**config.mk**
```make
export PLATFORM = sky130hd
export DESIGN_NAME = ir_pulse_width_char_decoder
export DESIGN_NICKNAME = d
export VERILOG_FILES = /design/src/hdl/ipwcd_pkg.sv /design/src/hdl/ir_pulse_width_char_decoder.sv
export SDC_FILE = /design/constraint.sdc
export NUM_CORES = 1
export LEC_CHECK = 0
export ABC_AREA = 1
export BUFFER_PORTS_ARGS = -buffer_cell sky130_fd_sc_hd__clkbuf_2
export CORE_AREA = 2 2 171 173
export DETAILED_ROUTE_END_ITERATION = 7
export DIE_AREA = 0 0 173 175
export PLACE_DENSITY = 0.63
export SYNTH_ARGS = -nofsm -noshare
export SYNTH_HDL_FRONTEND = slang
export SYNTH_SLANG_ARGS = --single-unit
export TNS_END_PERCENT = 10
```
**constraint.sdc**
```tcl
create_clock -name clk -period 2.8 [get_ports clk]
set_input_delay 0.14 -clock clk [delete_from_list [all_inputs] [get_ports clk]]
set_output_delay 0.14 -clock clk [all_outputs]
set_load 0.01 [all_outputs]
```
**src/hdl/ipwcd_pkg.sv**
```systemverilog
// shared constants and types for the ir pulse width character decoder
package ipwcd_pkg;

  // width of timestamps and of the wrapping interval arithmetic
  localparam int TIME_BITS = 32;

  // configuration register data width
  localparam int CFG_W = 16;

  // decoded character width
  localparam int CHAR_W = 8;

  // configuration register indexes
  typedef enum logic [1:0] {
    CFG_LEADER_MIN       = 2'd0,
    CFG_LEADER_SPACE_MIN = 2'd1,
    CFG_DATA_PULSE_MAX   = 2'd2,
    CFG_ONE_SPACE_MIN    = 2'd3
  } cfg_index_t;

  // threshold values after reset, in microseconds
  localparam logic [CFG_W-1:0] LEADER_MIN_RST       = 16'd8900;
  localparam logic [CFG_W-1:0] LEADER_SPACE_MIN_RST = 16'd3375;
  localparam logic [CFG_W-1:0] DATA_PULSE_MAX_RST   = 16'd648;
  localparam logic [CFG_W-1:0] ONE_SPACE_MIN_RST    = 16'd1120;

  // mask of the first received bit, which lands in the msb
  localparam logic [CHAR_W-1:0] FIRST_BIT_MASK = 8'h80;

endpackage

```
**src/hdl/ir_pulse_width_char_decoder.sv**
```systemverilog
// ir pulse width character decoder: edge timing, leader check and bit assembly
//
// Usage: each request on the input channel (in_valid/in_ready) carries one
// sample of the active-low receiver pin (line_level) and its wrapping
// microsecond timestamp (now_us). A level change is an edge; the time since
// the previous edge is checked against the four thresholds. The user must write
// them through cfg_write/cfg_index/cfg_data only while the block is idle; the
// block itself does not enforce this. After a valid leader pulse and space,
// eight data bits are collected msb first; the completed byte is offered on
// the output channel (out_valid/out_ready/char_value). Samples without a
// completed byte give no output.
// A sample is held in the input register, then its byte enters the output
// register. Throughput is one sample per cycle while no byte is stalled,
// set by the single decode stage that updates the phase and edge time on
// each edge. When the receiver stalls, samples that complete no byte keep
// flowing; a sample that completes a byte waits in the input register until
// the output register is free, and in_ready falls behind it.
// Reset (rst, synchronous) returns the phase to waiting for a leader, clears
// the line state, edge time and both registers' valid flags, and reloads the
// default thresholds.
module ir_pulse_width_char_decoder (
  input  logic                         clk,
  input  logic                         rst,
  input  logic                         in_valid,
  output logic                         in_ready,
  input  logic                         line_level,
  input  logic [31:0]                  now_us,
  output logic                         out_valid,
  input  logic                         out_ready,
  output logic [ipwcd_pkg::CHAR_W-1:0] char_value,
  input  logic                         cfg_write,
  input  ipwcd_pkg::cfg_index_t        cfg_index,
  input  logic [ipwcd_pkg::CFG_W-1:0]  cfg_data
);
  import ipwcd_pkg::*;

  typedef enum logic [2:0] {
    PH_IDLE         = 3'd0,
    PH_LEADER       = 3'd1,
    PH_LEADER_SPACE = 3'd2,
    PH_PULSE        = 3'd3,
    PH_SPACE        = 3'd4
  } phase_t;

  // configuration registers
  logic [CFG_W-1:0] leader_min_us;
  logic [CFG_W-1:0] leader_space_min_us;
  logic [CFG_W-1:0] data_pulse_max_us;
  logic [CFG_W-1:0] one_space_min_us;

  // input register
  logic                 s1_valid;
  logic                 s1_level;
  logic [TIME_BITS-1:0] s1_now;

  // decoder state
  phase_t               phase;
  logic                 line_active;
  logic [TIME_BITS-1:0] last_edge_time;
  logic [CHAR_W-1:0]    char_bits;
  logic [CHAR_W-1:0]    bit_mask;

  // next-state values
  phase_t               phase_next;
  logic [CHAR_W-1:0]    char_bits_next;
  logic [CHAR_W-1:0]    bit_mask_next;
  logic                 produce;

  logic                 active;
  logic                 rising;
  logic                 falling;
  logic                 edge_seen;
  logic [TIME_BITS-1:0] ticks;
  logic                 s1_adv;

  // configuration writes
  always_ff @(posedge clk) begin
    if (rst) begin
      leader_min_us       <= LEADER_MIN_RST;
      leader_space_min_us <= LEADER_SPACE_MIN_RST;
      data_pulse_max_us   <= DATA_PULSE_MAX_RST;
      one_space_min_us    <= ONE_SPACE_MIN_RST;
    end else if (cfg_write) begin
      unique case (cfg_index)
        CFG_LEADER_MIN:       leader_min_us       <= cfg_data;
        CFG_LEADER_SPACE_MIN: leader_space_min_us <= cfg_data;
        CFG_DATA_PULSE_MAX:   data_pulse_max_us   <= cfg_data;
        CFG_ONE_SPACE_MIN:    one_space_min_us    <= cfg_data;
      endcase
    end
  end

  // edge detection and interval since the last edge
  assign active    = ~s1_level;
  assign rising    = active & ~line_active;
  assign falling   = ~active & line_active;
  assign edge_seen = rising | falling;
  assign ticks     = s1_now - last_edge_time;

  // phase machine
  always_comb begin
    phase_next     = phase;
    char_bits_next = char_bits;
    bit_mask_next  = bit_mask;
    produce        = 1'b0;
    unique case (phase)
      PH_LEADER: begin
        if (falling) begin
          phase_next = (ticks > TIME_BITS'(leader_min_us)) ? PH_LEADER_SPACE : PH_IDLE;
        end
      end
      PH_LEADER_SPACE: begin
        if (rising) begin
          if (ticks > TIME_BITS'(leader_space_min_us)) begin
            bit_mask_next  = FIRST_BIT_MASK;
            char_bits_next = '0;
            phase_next     = PH_PULSE;
          end else begin
            phase_next = PH_IDLE;
          end
        end
      end
      PH_PULSE: begin
        if (falling) begin
          phase_next = (ticks < TIME_BITS'(data_pulse_max_us)) ? PH_SPACE : PH_IDLE;
        end
      end
      PH_SPACE: begin
        if (rising) begin
          if (ticks > TIME_BITS'(one_space_min_us)) begin
            char_bits_next = char_bits | bit_mask;
          end
          bit_mask_next = bit_mask >> 1;
          if (bit_mask_next == '0) begin
            produce    = 1'b1;
            phase_next = PH_IDLE;
          end else begin
            phase_next = PH_PULSE;
          end
        end
      end
      default: begin
        phase_next = rising ? PH_LEADER : PH_IDLE;
      end
    endcase
    if (!edge_seen) begin
      produce = 1'b0;
    end
  end

  // handshake: a sample moves on unless it carries a byte into a full output that the receiver does not take
  assign s1_adv   = s1_valid & (~produce | ~out_valid | out_ready);
  assign in_ready = ~s1_valid | s1_adv;

  // input register
  always_ff @(posedge clk) begin
    if (rst) begin
      s1_valid <= 1'b0;
    end else if (in_ready) begin
      s1_valid <= in_valid;
    end
    if (in_valid && in_ready) begin
      s1_level <= line_level;
      s1_now   <= TIME_BITS'(now_us);
    end
  end

  // decoder state update
  always_ff @(posedge clk) begin
    if (rst) begin
      phase          <= PH_IDLE;
      line_active    <= 1'b0;
      last_edge_time <= '0;
      char_bits      <= '0;
      bit_mask       <= '0;
    end else if (s1_adv) begin
      line_active <= active;
      if (edge_seen) begin
        phase          <= phase_next;
        last_edge_time <= s1_now;
        char_bits      <= char_bits_next;
        bit_mask       <= bit_mask_next;
      end
    end
  end

  // output register
  always_ff @(posedge clk) begin
    if (rst) begin
      out_valid <= 1'b0;
    end else if (s1_adv && produce) begin
      out_valid <= 1'b1;
    end else if (out_ready) begin
      out_valid <= 1'b0;
    end
    if (s1_adv && produce) begin
      char_value <= char_bits_next;
    end
  end

  // the bit mask never holds more than one bit
  a_mask_onehot: assert property (@(posedge clk) disable iff (rst)
    $onehot0(bit_mask))
    else $error("bit mask holds several bits");

  // while collecting data bits a bit is always pending
  a_mask_live: assert property (@(posedge clk) disable iff (rst)
    (phase == PH_PULSE || phase == PH_SPACE) |-> bit_mask != '0)
    else $error("data phase with empty bit mask");

  // a new byte only follows a data space
  a_byte_source: assert property (@(posedge clk) disable iff (rst)
    (s1_adv && produce) |-> phase == PH_SPACE && rising)
    else $error("byte completed outside a data space");

  // a held sample is not overwritten
  a_s1_hold: assert property (@(posedge clk) disable iff (rst)
    (s1_valid && !s1_adv) |=> s1_valid && $stable(s1_now) && $stable(s1_level))
    else $error("stalled sample lost");

  // the byte register is not overwritten while the receiver stalls
  a_out_hold: assert property (@(posedge clk) disable iff (rst)
    (out_valid && !out_ready) |-> !(s1_adv && produce))
    else $error("pending byte overwritten");

endmodule
```
==> results.yml <==
run_status:
  status: "finished, violations left"
  failed_checks: "setup timing"
routing:
  ant_nets: 0
  vias_per_cell: 4.61
  vias: 9333
  first_iter_violations: 440
  drc: 0
  wirelength_um: 25800
  wl_per_cell_um: 12.7
  firstDrtPassIters: 5
critical_path:
  worst_ep_arrival_time_ps: 3540
  cp.depth: 19
  cp_slowest_cell: "edfxtp_1"
  path_max_fanout: 7
  max_stage_delay_ps: 440
  crit_family: "simple AND/OR/NAND/NOR gates"
  required_ps: 3120
  crit_path_cell_trace: "ha_4 -> nand2_4 -> nor2_4 -> nand2_1 -> nand2_2 -> nand2_2 -> nand2_4 -> xor2_4 -> ha_4 -> buf_4 -> a211oi_2 -> o211ai_1 -> nand2_1 -> nand3_4 -> o21ai_4 -> clkbuf_16 -> inv_2 -> nor2_2 -> nor2_1"
  start_kind: "flip-flop"
  end_kind: "flip-flop"
  rr_worst_depth: 19
  path_buf_inv: 3
  criticalPathCategory: "flip-flop to flip-flop"
floorplan:
  dieWidth_um: 173
  die_h_um: 175
  rows: 62
  start_util: 0.346
  dieArea_um2: 30300
  ioPinCount: 66
  core_region_area_um2: 28400
clock_network:
  h-tree-depth: 4
  cts_buffer_depth: 2
  cts_sinks: 159
  clk_pin_slew_worst_paths_ps: 70
  cts_tree: "yes"
  cts_made_buffers: 17
  worstSkewPairLatency_ps: 440
  clockRootBuffer: "clkbuf_16"
sta:
  finalMaxSlewViolations: 0
  setup_ws_ps: -411
  fmaxAchievable_ghz: 0.311
  slew_headroom: 0.353
  setup_violations: 27
  worstMarginPinSlew_ps: 968
  final.period_utilization: 1.15
  final.min_clock_period_ps: 3210
  hold_violations: 0
  clock_skew_ps: 10.5
  rsz0062_at_grt: "yes"
  timing.hold.ws_ps: 15.1
global_route:
  grt_pass1_wl_um: 43200
  grt_antenna_before_repair: 0
  grtUsageTotal: 0.174
  grt_pass1_vias: 9109
  grt_start_max_net_pins: 62
  globalRouteOverflowTotal: 0
synthesis:
  ys.warnings.count: 0
  syn_area_um2: 9840
  yosysSeqAreaShare: 0.365
  ys_ff_latch: 159
  syn_area_per_cell_um2: 7.08
  synthFlopType: "dfxtp_1"
  synthArstFlopShare: 0
  synth_edf_count: 41
  syn-num-nets: 1542
  synthCells: 1389
  synthDistinctLibCells: 41
placement:
  dp_cells: 1928
  port_buffers: 65
  place_congestion: 0.884
  hpwl_um: 19100
  place_ws_ps: -670
finish:
  fin_nets: 1779
  multiInputGateArea_um2: 5820
  diodes: 0
  fillers: 2798
  layout-drive-gt1-share: 0.247
  fin_cells: 2023
  fin_util: 0.474
  syn_to_final_growth_pct: 36.7
  regArea_um2: 3590
min_path:
  min_path_type: "input pin to flip-flop"
  worstHoldPathCells: 3
run:
  max-cap-violations: 0
pwr:
  ir_drop_v: 0.000407
  leakagePower_uw: 0.00646
  power.density_nw_per_um2: 583
==> final cells by class <==
| type | count | share of cell area |
|---|---|---|
| clock buffer | 19 | 0.0338 |
| inverter | 291 | 0.0812 |
| tap | 384 | 0.0357 |
| multi-input combinational | 906 | 0.433 |
| timing repair buffer | 251 | 0.141 |
| sequential | 159 | 0.267 |
| clock inverter | 13 | 0.00847 |
==> Yosys cell counts (2+ instances only) <==
library cell	count	area, um2
nand2_1	336	1260
inv_1	282	1060
a21oi_1	133	666
dfxtp_1	118	2360
ha_1	96	1200
o21ai_0	93	465
nor2_1	81	304
nand3_1	47	235
edfxtp_1	41	1230
clkbuf_1	29	109
o211ai_1	17	128
nand4_1	15	93.8
xor2_1	14	123
nor2_2	11	68.8
nand2_2	10	62.6
nor3_1	9	45.0
inv_2	8	30.0
o21ai_1	8	40.0
and2_1	4	25.0
nor2_4	4	45.0
o21a_1	4	30.0
a211oi_1	3	22.5
buf_2	3	15.0
nand3_2	3	30.0
o21bai_1	2	15.0
o221ai_1	2	17.5
xnor2_1	2	17.5
==> placed cells by master (no fill, tap or decap), drive strengths merged, types with 17 or more instances in the layout <==
master	n
nand2	347
inv	298
buf	148
a21oi	133
dfxtp	118
o21ai	102
nor2	96
ha	96
clkbuf	85
nand3	50
edfxtp	41
dlygate4sd3	37
o211ai	17
==> per-layer routing <==
layer,track usage,part of all wire,up-vias
met2,0.296,0.46,166
met5,0,0,-
met4,0.0526,0.023,0
met1,0.225,0.48,4239
li1,-,-,4882
met3,0.0298,0.035,46
==> kinds of logic (layout without fill, tap and decap cells) <==
family                     Yosys count  in the layout  share of synthesized area
and+or+nand+nor                    527            527                      0.227
buffers and inverters              324            574                      0.125
AOI/OAI and AO/OA                  266            266                      0.145
DFF                                159            159                      0.365
adders and majority gates           97             97                      0.124
xor gates and xnor gates            16             16                     0.0142
==> sequential cells by signal, indices dropped and copies added (netlist names) <==
register,count
bit_mask,8
char_bits,8
char_value,8
data_pulse_max_us,16
last_edge_time,32
leader_min_us,16
leader_space_min_us,16
line_active,1
one_space_min_us,16
out_valid,1
phase,3
s1_level,1
s1_now,32
s1_valid,1
==> tightest hold or removal path, cell delays in order <==
cell      delay [ps]
clkbuf_2          80
inv_1            100
a21oi_1           80
==> repair_timing <==
action / 4_1_cts / 5_1_grt
pin swaps: 45 / 46
hold buffers: 37 / 0
endpoints found under the setup margin: 27 / 27
gates resized for setup: 72 / 53
hold endpoints to repair: 38 / 0
setup buffers: 16 / 9
cloned: 0 / 1
==> stage by stage <==
stage          total power, uW  area, um2  TNS (ps)
5_1_grt                   8390      13400    -14520
2_1_floorplan             4140      10100     -1100
6_report                  7840      13400     -8500
4_1_cts                   7740      13100     -7590
3_3_place_gp              5040      11700    -13640
3_5_place_dp              5090      11700    -15210
==> where the power goes <==
part           switching (uW)  internal [uW]
clock network            1070           1220
logic                    1600           1400
registers                53.3           2490
total                    2730           5110
==> worst paths after layout <==
check | from | to | slack [ps]
hold reg to reg | last_edge_time[18]$_SDFFE_PP0P_ | last_edge_time[18]$_SDFFE_PP0P_ | 460
setup reg to reg | s1_now[6]$_DFFE_PP_ | bit_mask[7]$_SDFFE_PP0P_ | -410
setup / recovery | s1_now[6]$_DFFE_PP_ | bit_mask[7]$_SDFFE_PP0P_ | -410
hold / removal | in_valid | s1_valid$_SDFFE_PP0N_ | 20
No activity file was read; power rests on OpenSTA's default activity.
